===== config.mk =====
export PLATFORM = sky130hd
export DESIGN_NAME = queue_from_two_stacks_unit
export DESIGN_NICKNAME = d
export VERILOG_FILES = /design/src/qfts_pkg.sv /design/src/qfts_ram.sv /design/src/queue_from_two_stacks_unit.sv
export SDC_FILE = /design/constraint.sdc
export NUM_CORES = 1
export LEC_CHECK = 0
export BUFFER_PORTS_ARGS = -buffer_cell sky130_fd_sc_hd__buf_4
export CAP_MARGIN = 20
export CORE_MARGIN = 8
export CORE_UTILIZATION = 50
export DETAILED_ROUTE_END_ITERATION = 10
export PLACE_DENSITY_LB_ADDON = 0.25
export SLEW_MARGIN = 20
export SYNTH_ARGS = -nofsm -noshare
export SYNTH_HDL_FRONTEND = slang
export SYNTH_SLANG_ARGS = --single-unit

===== constraint.sdc =====
create_clock -name clk_i -period 8.8 [get_ports clk_i]
set_input_delay 0.88 -clock clk_i [delete_from_list [all_inputs] [get_ports clk_i]]
set_output_delay 0.88 -clock clk_i [all_outputs]
set_load 0.01 [all_outputs]

===== src/qfts_pkg.sv =====
package qfts_pkg;

  // Width of the stored and delivered value.
  localparam int unsigned DataWidth = 32;

  // Operation carried in the request's tuser.
  typedef enum logic {
    OP_ENQUEUE = 1'b0,
    OP_DEQUEUE = 1'b1
  } op_e;

  // Result status carried in the response's tuser.
  typedef enum logic [1:0] {
    STATUS_ENQUEUED = 2'd0,
    STATUS_FULL     = 2'd1,
    STATUS_DEQUEUED = 2'd2,
    STATUS_EMPTY    = 2'd3
  } status_e;

  // Sequencer states.
  typedef enum logic [1:0] {
    ST_IDLE,
    ST_MOVE,
    ST_POP
  } state_e;

endpackage


===== src/qfts_ram.sv =====
module qfts_ram #(
  parameter int unsigned DEPTH = 8,
  parameter int unsigned WIDTH = 32,
  localparam int unsigned AW = (DEPTH > 1) ? $clog2(DEPTH) : 1
) (
  input  logic             clk_i,
  input  logic             we_i,
  input  logic [AW-1:0]    waddr_i,
  input  logic [WIDTH-1:0] wdata_i,
  input  logic             re_i,
  input  logic [AW-1:0]    raddr_i,
  output logic [WIDTH-1:0] rdata_o
);

  logic [WIDTH-1:0] mem_q [DEPTH];
  logic [WIDTH-1:0] rdata_q;

  // Single write port.
  always_ff @(posedge clk_i) begin
    if (we_i) begin
      mem_q[waddr_i] <= wdata_i;
    end
  end

  // Single read port with registered data.
  always_ff @(posedge clk_i) begin
    if (re_i) begin
      rdata_q <= mem_q[raddr_i];
    end
  end

  assign rdata_o = rdata_q;

endmodule


===== src/queue_from_two_stacks_unit.sv =====
// First-in first-out queue built from two stacks of STACK_DEPTH entries, each held in a
// synchronous RAM. A request carries the operation in s_axis_tuser_i (0 enqueue, 1 dequeue)
// and the value in s_axis_tdata_i; every request gives exactly one response with the dequeued
// value in m_axis_tdata_o and the status in m_axis_tuser_o (0 enqueued, 1 dropped because the
// input stack is full, 2 dequeued, 3 queue empty). An enqueue, a full drop and an empty answer
// appear in the response register in the cycle after they are taken; a dequeue from a filled
// output stack reads the RAM when taken and registers the value in ST_POP; a dequeue that finds
// the output stack empty first moves the entries of the input stack across in ST_MOVE, one RAM
// read and write per cycle, and answers once the input stack is empty. One request is worked on
// at a time, and the next is taken as soon as the response register is free or being drained.
module queue_from_two_stacks_unit #(
  parameter int unsigned STACK_DEPTH = 8
) (
  input  logic        clk_i,
  input  logic        rst_ni,
  input  logic        s_axis_tvalid_i,
  output logic        s_axis_tready_o,
  input  logic [31:0] s_axis_tdata_i,  // [31:0] push_value
  input  logic        s_axis_tuser_i,  // [0] op
  output logic        m_axis_tvalid_o,
  input  logic        m_axis_tready_i,
  output logic [31:0] m_axis_tdata_o,  // [31:0] out_value
  output logic [1:0]  m_axis_tuser_o   // [1:0] status
);

  localparam int unsigned CW = $clog2(STACK_DEPTH + 1);
  localparam int unsigned AW = (STACK_DEPTH > 1) ? $clog2(STACK_DEPTH) : 1;
  localparam int unsigned DW = qfts_pkg::DataWidth;
  localparam logic [CW-1:0] DepthC = CW'(STACK_DEPTH);

  qfts_pkg::state_e state_q, state_d;
  logic [CW-1:0]    first_count_q, first_count_d;
  logic [CW-1:0]    second_count_q, second_count_d;

  logic             out_valid_q, out_valid_d;
  logic [DW-1:0]    out_data_q, out_data_d;
  qfts_pkg::status_e out_status_q, out_status_d;

  logic             first_we, first_re, second_we, second_re;
  logic [AW-1:0]    first_waddr, first_raddr, second_waddr, second_raddr;
  logic [DW-1:0]    first_rdata, second_rdata;
  logic [CW-1:0]    first_top, second_top;
  logic             accept;

  assign first_top  = first_count_q - 1'b1;
  assign second_top = second_count_q - 1'b1;

  // A request is taken only while idle and with room in the response register.
  assign s_axis_tready_o = (state_q == qfts_pkg::ST_IDLE) && (!out_valid_q || m_axis_tready_i);
  assign accept          = s_axis_tvalid_i && s_axis_tready_o;

  // Input stack: pushed by enqueues, popped during a transfer.
  qfts_ram #(
    .DEPTH(STACK_DEPTH),
    .WIDTH(DW)
  ) u_first_ram (
    .clk_i  (clk_i),
    .we_i   (first_we),
    .waddr_i(first_waddr),
    .wdata_i(s_axis_tdata_i),
    .re_i   (first_re),
    .raddr_i(first_raddr),
    .rdata_o(first_rdata)
  );

  // Output stack: filled during a transfer, popped by dequeues.
  qfts_ram #(
    .DEPTH(STACK_DEPTH),
    .WIDTH(DW)
  ) u_second_ram (
    .clk_i  (clk_i),
    .we_i   (second_we),
    .waddr_i(second_waddr),
    .wdata_i(first_rdata),
    .re_i   (second_re),
    .raddr_i(second_raddr),
    .rdata_o(second_rdata)
  );

  assign first_waddr  = first_count_q[AW-1:0];
  assign first_raddr  = first_top[AW-1:0];
  assign second_waddr = second_count_q[AW-1:0];
  assign second_raddr = second_top[AW-1:0];

  // Sequencer: next state, counts, RAM strobes and the response register.
  always_comb begin
    state_d        = state_q;
    first_count_d  = first_count_q;
    second_count_d = second_count_q;
    out_valid_d    = out_valid_q && !m_axis_tready_i;
    out_data_d     = out_data_q;
    out_status_d   = out_status_q;
    first_we       = 1'b0;
    first_re       = 1'b0;
    second_we      = 1'b0;
    second_re      = 1'b0;

    unique case (state_q)
      qfts_pkg::ST_IDLE: begin
        if (accept) begin
          if (s_axis_tuser_i == qfts_pkg::OP_ENQUEUE) begin
            out_valid_d = 1'b1;
            out_data_d  = '0;
            if (first_count_q < DepthC) begin
              first_we      = 1'b1;
              first_count_d = first_count_q + 1'b1;
              out_status_d  = qfts_pkg::STATUS_ENQUEUED;
            end else begin
              out_status_d = qfts_pkg::STATUS_FULL;
            end
          end else if (second_count_q != '0) begin
            second_re      = 1'b1;
            second_count_d = second_top;
            state_d        = qfts_pkg::ST_POP;
          end else if (first_count_q != '0) begin
            first_re      = 1'b1;
            first_count_d = first_top;
            state_d       = qfts_pkg::ST_MOVE;
          end else begin
            out_valid_d  = 1'b1;
            out_data_d   = '0;
            out_status_d = qfts_pkg::STATUS_EMPTY;
          end
        end
      end

      qfts_pkg::ST_MOVE: begin
        if (first_count_q != '0) begin
          // Move the entry just read and fetch the next one down.
          second_we      = 1'b1;
          second_count_d = second_count_q + 1'b1;
          first_re       = 1'b1;
          first_count_d  = first_top;
        end else begin
          // The oldest entry comes out last: deliver it without storing it.
          out_valid_d  = 1'b1;
          out_data_d   = first_rdata;
          out_status_d = qfts_pkg::STATUS_DEQUEUED;
          state_d      = qfts_pkg::ST_IDLE;
        end
      end

      qfts_pkg::ST_POP: begin
        out_valid_d  = 1'b1;
        out_data_d   = second_rdata;
        out_status_d = qfts_pkg::STATUS_DEQUEUED;
        state_d      = qfts_pkg::ST_IDLE;
      end

      default: begin
        state_d = qfts_pkg::ST_IDLE;
      end
    endcase
  end

  // Control registers.
  always_ff @(posedge clk_i or negedge rst_ni) begin
    if (!rst_ni) begin
      state_q        <= qfts_pkg::ST_IDLE;
      first_count_q  <= '0;
      second_count_q <= '0;
      out_valid_q    <= 1'b0;
    end else begin
      state_q        <= state_d;
      first_count_q  <= first_count_d;
      second_count_q <= second_count_d;
      out_valid_q    <= out_valid_d;
    end
  end

  // Response payload.
  always_ff @(posedge clk_i) begin
    out_data_q   <= out_data_d;
    out_status_q <= out_status_d;
  end

  assign m_axis_tvalid_o = out_valid_q;
  assign m_axis_tdata_o  = out_data_q;
  assign m_axis_tuser_o  = out_status_q;

  // Counts never pass the stack depth.
  a_counts_bounded: assert property (@(posedge clk_i) disable iff (!rst_ni)
    (first_count_q <= DepthC) && (second_count_q <= DepthC))
    else $error("stack count exceeds depth");

  // A transfer only runs while the output stack started empty, so it never overflows.
  a_move_fits: assert property (@(posedge clk_i) disable iff (!rst_ni)
    (state_q == qfts_pkg::ST_MOVE) |-> (second_count_q < DepthC))
    else $error("transfer overflows output stack");

  // While a dequeue is in flight the response register is free.
  a_busy_no_resp: assert property (@(posedge clk_i) disable iff (!rst_ni)
    (state_q != qfts_pkg::ST_IDLE) |-> (!out_valid_q && !s_axis_tready_o))
    else $error("response pending while dequeue in progress");

  // A dequeue on an empty queue answers empty in the next cycle.
  a_empty_answer: assert property (@(posedge clk_i) disable iff (!rst_ni)
    (accept && (s_axis_tuser_i == qfts_pkg::OP_DEQUEUE) && (first_count_q == '0) &&
     (second_count_q == '0)) |=> (out_valid_q && (out_status_q == qfts_pkg::STATUS_EMPTY)))
    else $error("empty dequeue not answered");

endmodule


==> metrics.csv <==
metric,value,unit
synth.largest_area_cell,edfxtp_1,
synth_edf_count,610,
final-max-slew-violation-count,0,
vdd_drop_max,0.0001765,V
post-cts-setup-buffers,0,
ios,73,
globalplace.congestion,0.7438,
hold_ws,0.1057,ns
die-area,55340,um^2
wl_per_cell,25.45,um
grt_max_degree,49,
root_buffer,clkbuf_16,
coreArea,47650,um^2
finalHoldViolations,0,
synthDistinctLibCells,56,
status,"finished, final reports clean",
antenna_found_initial,5,
synth_area_leaders,"edfxtp_1 (76%), mux4_2 (8.3%), mux4_1 (4.3%)",
clk_pin_slew,0.06,ns
dpl_cell_area,25400,um^2
insertion_delay,0.61,ns
drive_above_1_share,0.3071,
dp_hpwl,25690,um
drc_errors,0,
rows,80,
via_count,10664,
drtPass1Iterations,5,
cts-resized-gates,0,
finalWirelength,46680,um
critPathRequiredTime,9.07,ns
grt_pass1_vias,11107,
htree_levels,2,
start_kind,register,
die_x,235.2,um
slew_headroom,0.3347,
numCtsBuffers,61,
track_usage,0.1672,
setup_tns,0,ns
finalCritPeriodShare,0.3983,
p_leak,8.848,nW
ys.flop_type,edfxtp_1,
nFillCells,3472,
cellInternalPower,6.463,mW
max_clock_freq,285.3,MHz
io_buffer_count,72,
cp_max_fo,31,
cts.path.max_buffers,3,
gr-total-overflow,0,
hp-class,in -> async,
grt_setup_unrepaired,no,
sequentialPowerShare,0.437,
syn_inst,1055,
final_area,27380,um^2
syn2layout_area_growth,13.93,%
critPathArrivalTime,3.77,ns
p_total,8.883,mW
final_common_cell,edfxtp_1,
power_switching,2.421,mW
p_comb_frac,0.275,
switching_share,0.2725,
cts_tree,done,
fin_worst_skew,0.01397,ns
synth.top_cell.area_share,0.7622,
floorplan.initialDensity,0.5044,
setup_viol,0,
postRouteAntennaNets,0,
max-cap-violations,0,
seq_area_frac_synth,0.7736,
ctsHoldBuffers,0,
drt_iter0_drc,899,
period_minus_slack,3.505,ns
syn_area_per_cell,22.78,um^2
ys_async_sr_fraction,0.01771,
syn_nets,1101,
cts.sinks,621,
clockPowerShare,0.287,
ys_seq_elements,621,
worst_pin_slew,0.9926,ns
layout_common_cells,"edfxtp_1 (610), buf_4 (101), mux4_2 (89)",
critPathKind,reg -> reg,
power_density,324.4,nW/um^2
avgViaCountPerCell,5.815,
crit_path_end_kind,register,
syn_area,24030,um^2
synth_warnings,0,
final_nets,1213,
grt_pass1_wl,70100,um
chipHeight,235.2,um
[power by group through the flow]
stage / Sequential, mW / Combinational, mW / Clock [mW]
floorplan: 3.84 / 1.98 / 0
global placement: 3.94 / 2.45 / 0
detailed placement: 3.95 / 2.49 / 0
CTS: 3.89 / 2.50 / 2.61
global route: 3.92 / 2.63 / 2.72
finish: 3.89 / 2.45 / 2.55
[metrics by stage]
stage / std cells / worst slack [ns] / utilization
after floorplan: 1055 / 3.751 / -
after global placement: 1717 / 5.281 / 0.5321
after detailed placement: 1719 / 5.228 / 0.5331
after CTS: 1833 / 5.200 / 0.5746
after global routing: 1834 / 4.965 / 0.5747
final: 1834 / 5.295 / 0.5747
[synthesized netlist by cell type (13+ instances only)]
master    count
edfxtp_1    610
mux4_2       89
mux2_2       44
mux4_1       39
nor2b_1      34
a22oi_1      33
mux2_4       21
nand2_1      17
nor2_1       16
buf_2        15
buf_6        14
clkbuf_1     13
[registers in the layout (all words and copies together) (netlist names)]
name                  count
m_axis_tdata_o           32
u_first_ram.mem_q       256
state_q                   2
u_second_ram.mem_q      256
u_second_ram.rdata_o     32
m_axis_tuser_o            2
second_count_q            4
m_axis_tvalid_o           1
first_count_q             4
u_first_ram.rdata_o      32
[layout make-up]
class	count	area [um^2]	area share
Sequential cell	621	18600	0.6793
Multi-Input combinational cell	374	5204	0.1901
Clock buffer	71	1585	0.05790
Timing Repair Buffer	103	805.8	0.02943
Tap cell	615	769.5	0.02810
Clock inverter	43	390.4	0.01426
Inverter	6	22.52	0.0008226
Antenna cell	1	2.502	0.00009140
[metal layers]
metal  routed length (um)  global-route usage
met1                19990              0.2245
met2                22970              0.2729
met3                 2744             0.03780
met4                  922             0.05049
met5                   55                   0
[kinds of logic (layout without fill, tap and decap cells)]
family / Yosys count / count (layout) / synth area share
xor+xnor: 7 / 7 / 0.002864
buf+inv: 60 / 223 / 0.01650
fa+ha+maj: 9 / 9 / 0.004686
simple gates: 103 / 103 / 0.02348
mux: 195 / 195 / 0.1606
flops: 621 / 621 / 0.7736
compound gates: 60 / 60 / 0.01822
other cells: 0 / 1 / 0
[worst max-delay path, cell delays in order, from the launching register on]
cell     delay [ns]
dfrtp_4        0.83
inv_1          0.18
ha_2           0.28
or3b_1         0.29
nand2_1        0.23
nor3_2         0.84
buf_4          0.48
[worst paths after layout]
check	start	end	slack, ns	depth (start not counted)
max	first_count_q[0]	u_second_ram.mem_q[6][4]	5.29	6
min	rst_ni	second_count_q[0]	0.11	1
max reg2reg	first_count_q[0]	u_second_ram.mem_q[6][4]	5.29	6
min reg2reg	second_count_q[3]	second_count_q[3]	0.54	1
max in group asynchronous	rst_ni	first_count_q[0]	8.51	1
min in group clk_i	s_axis_tdata_i[17]	u_first_ram.mem_q[4][17]	0.50	1
Note: power is estimated with default switching activity, not from simulation.
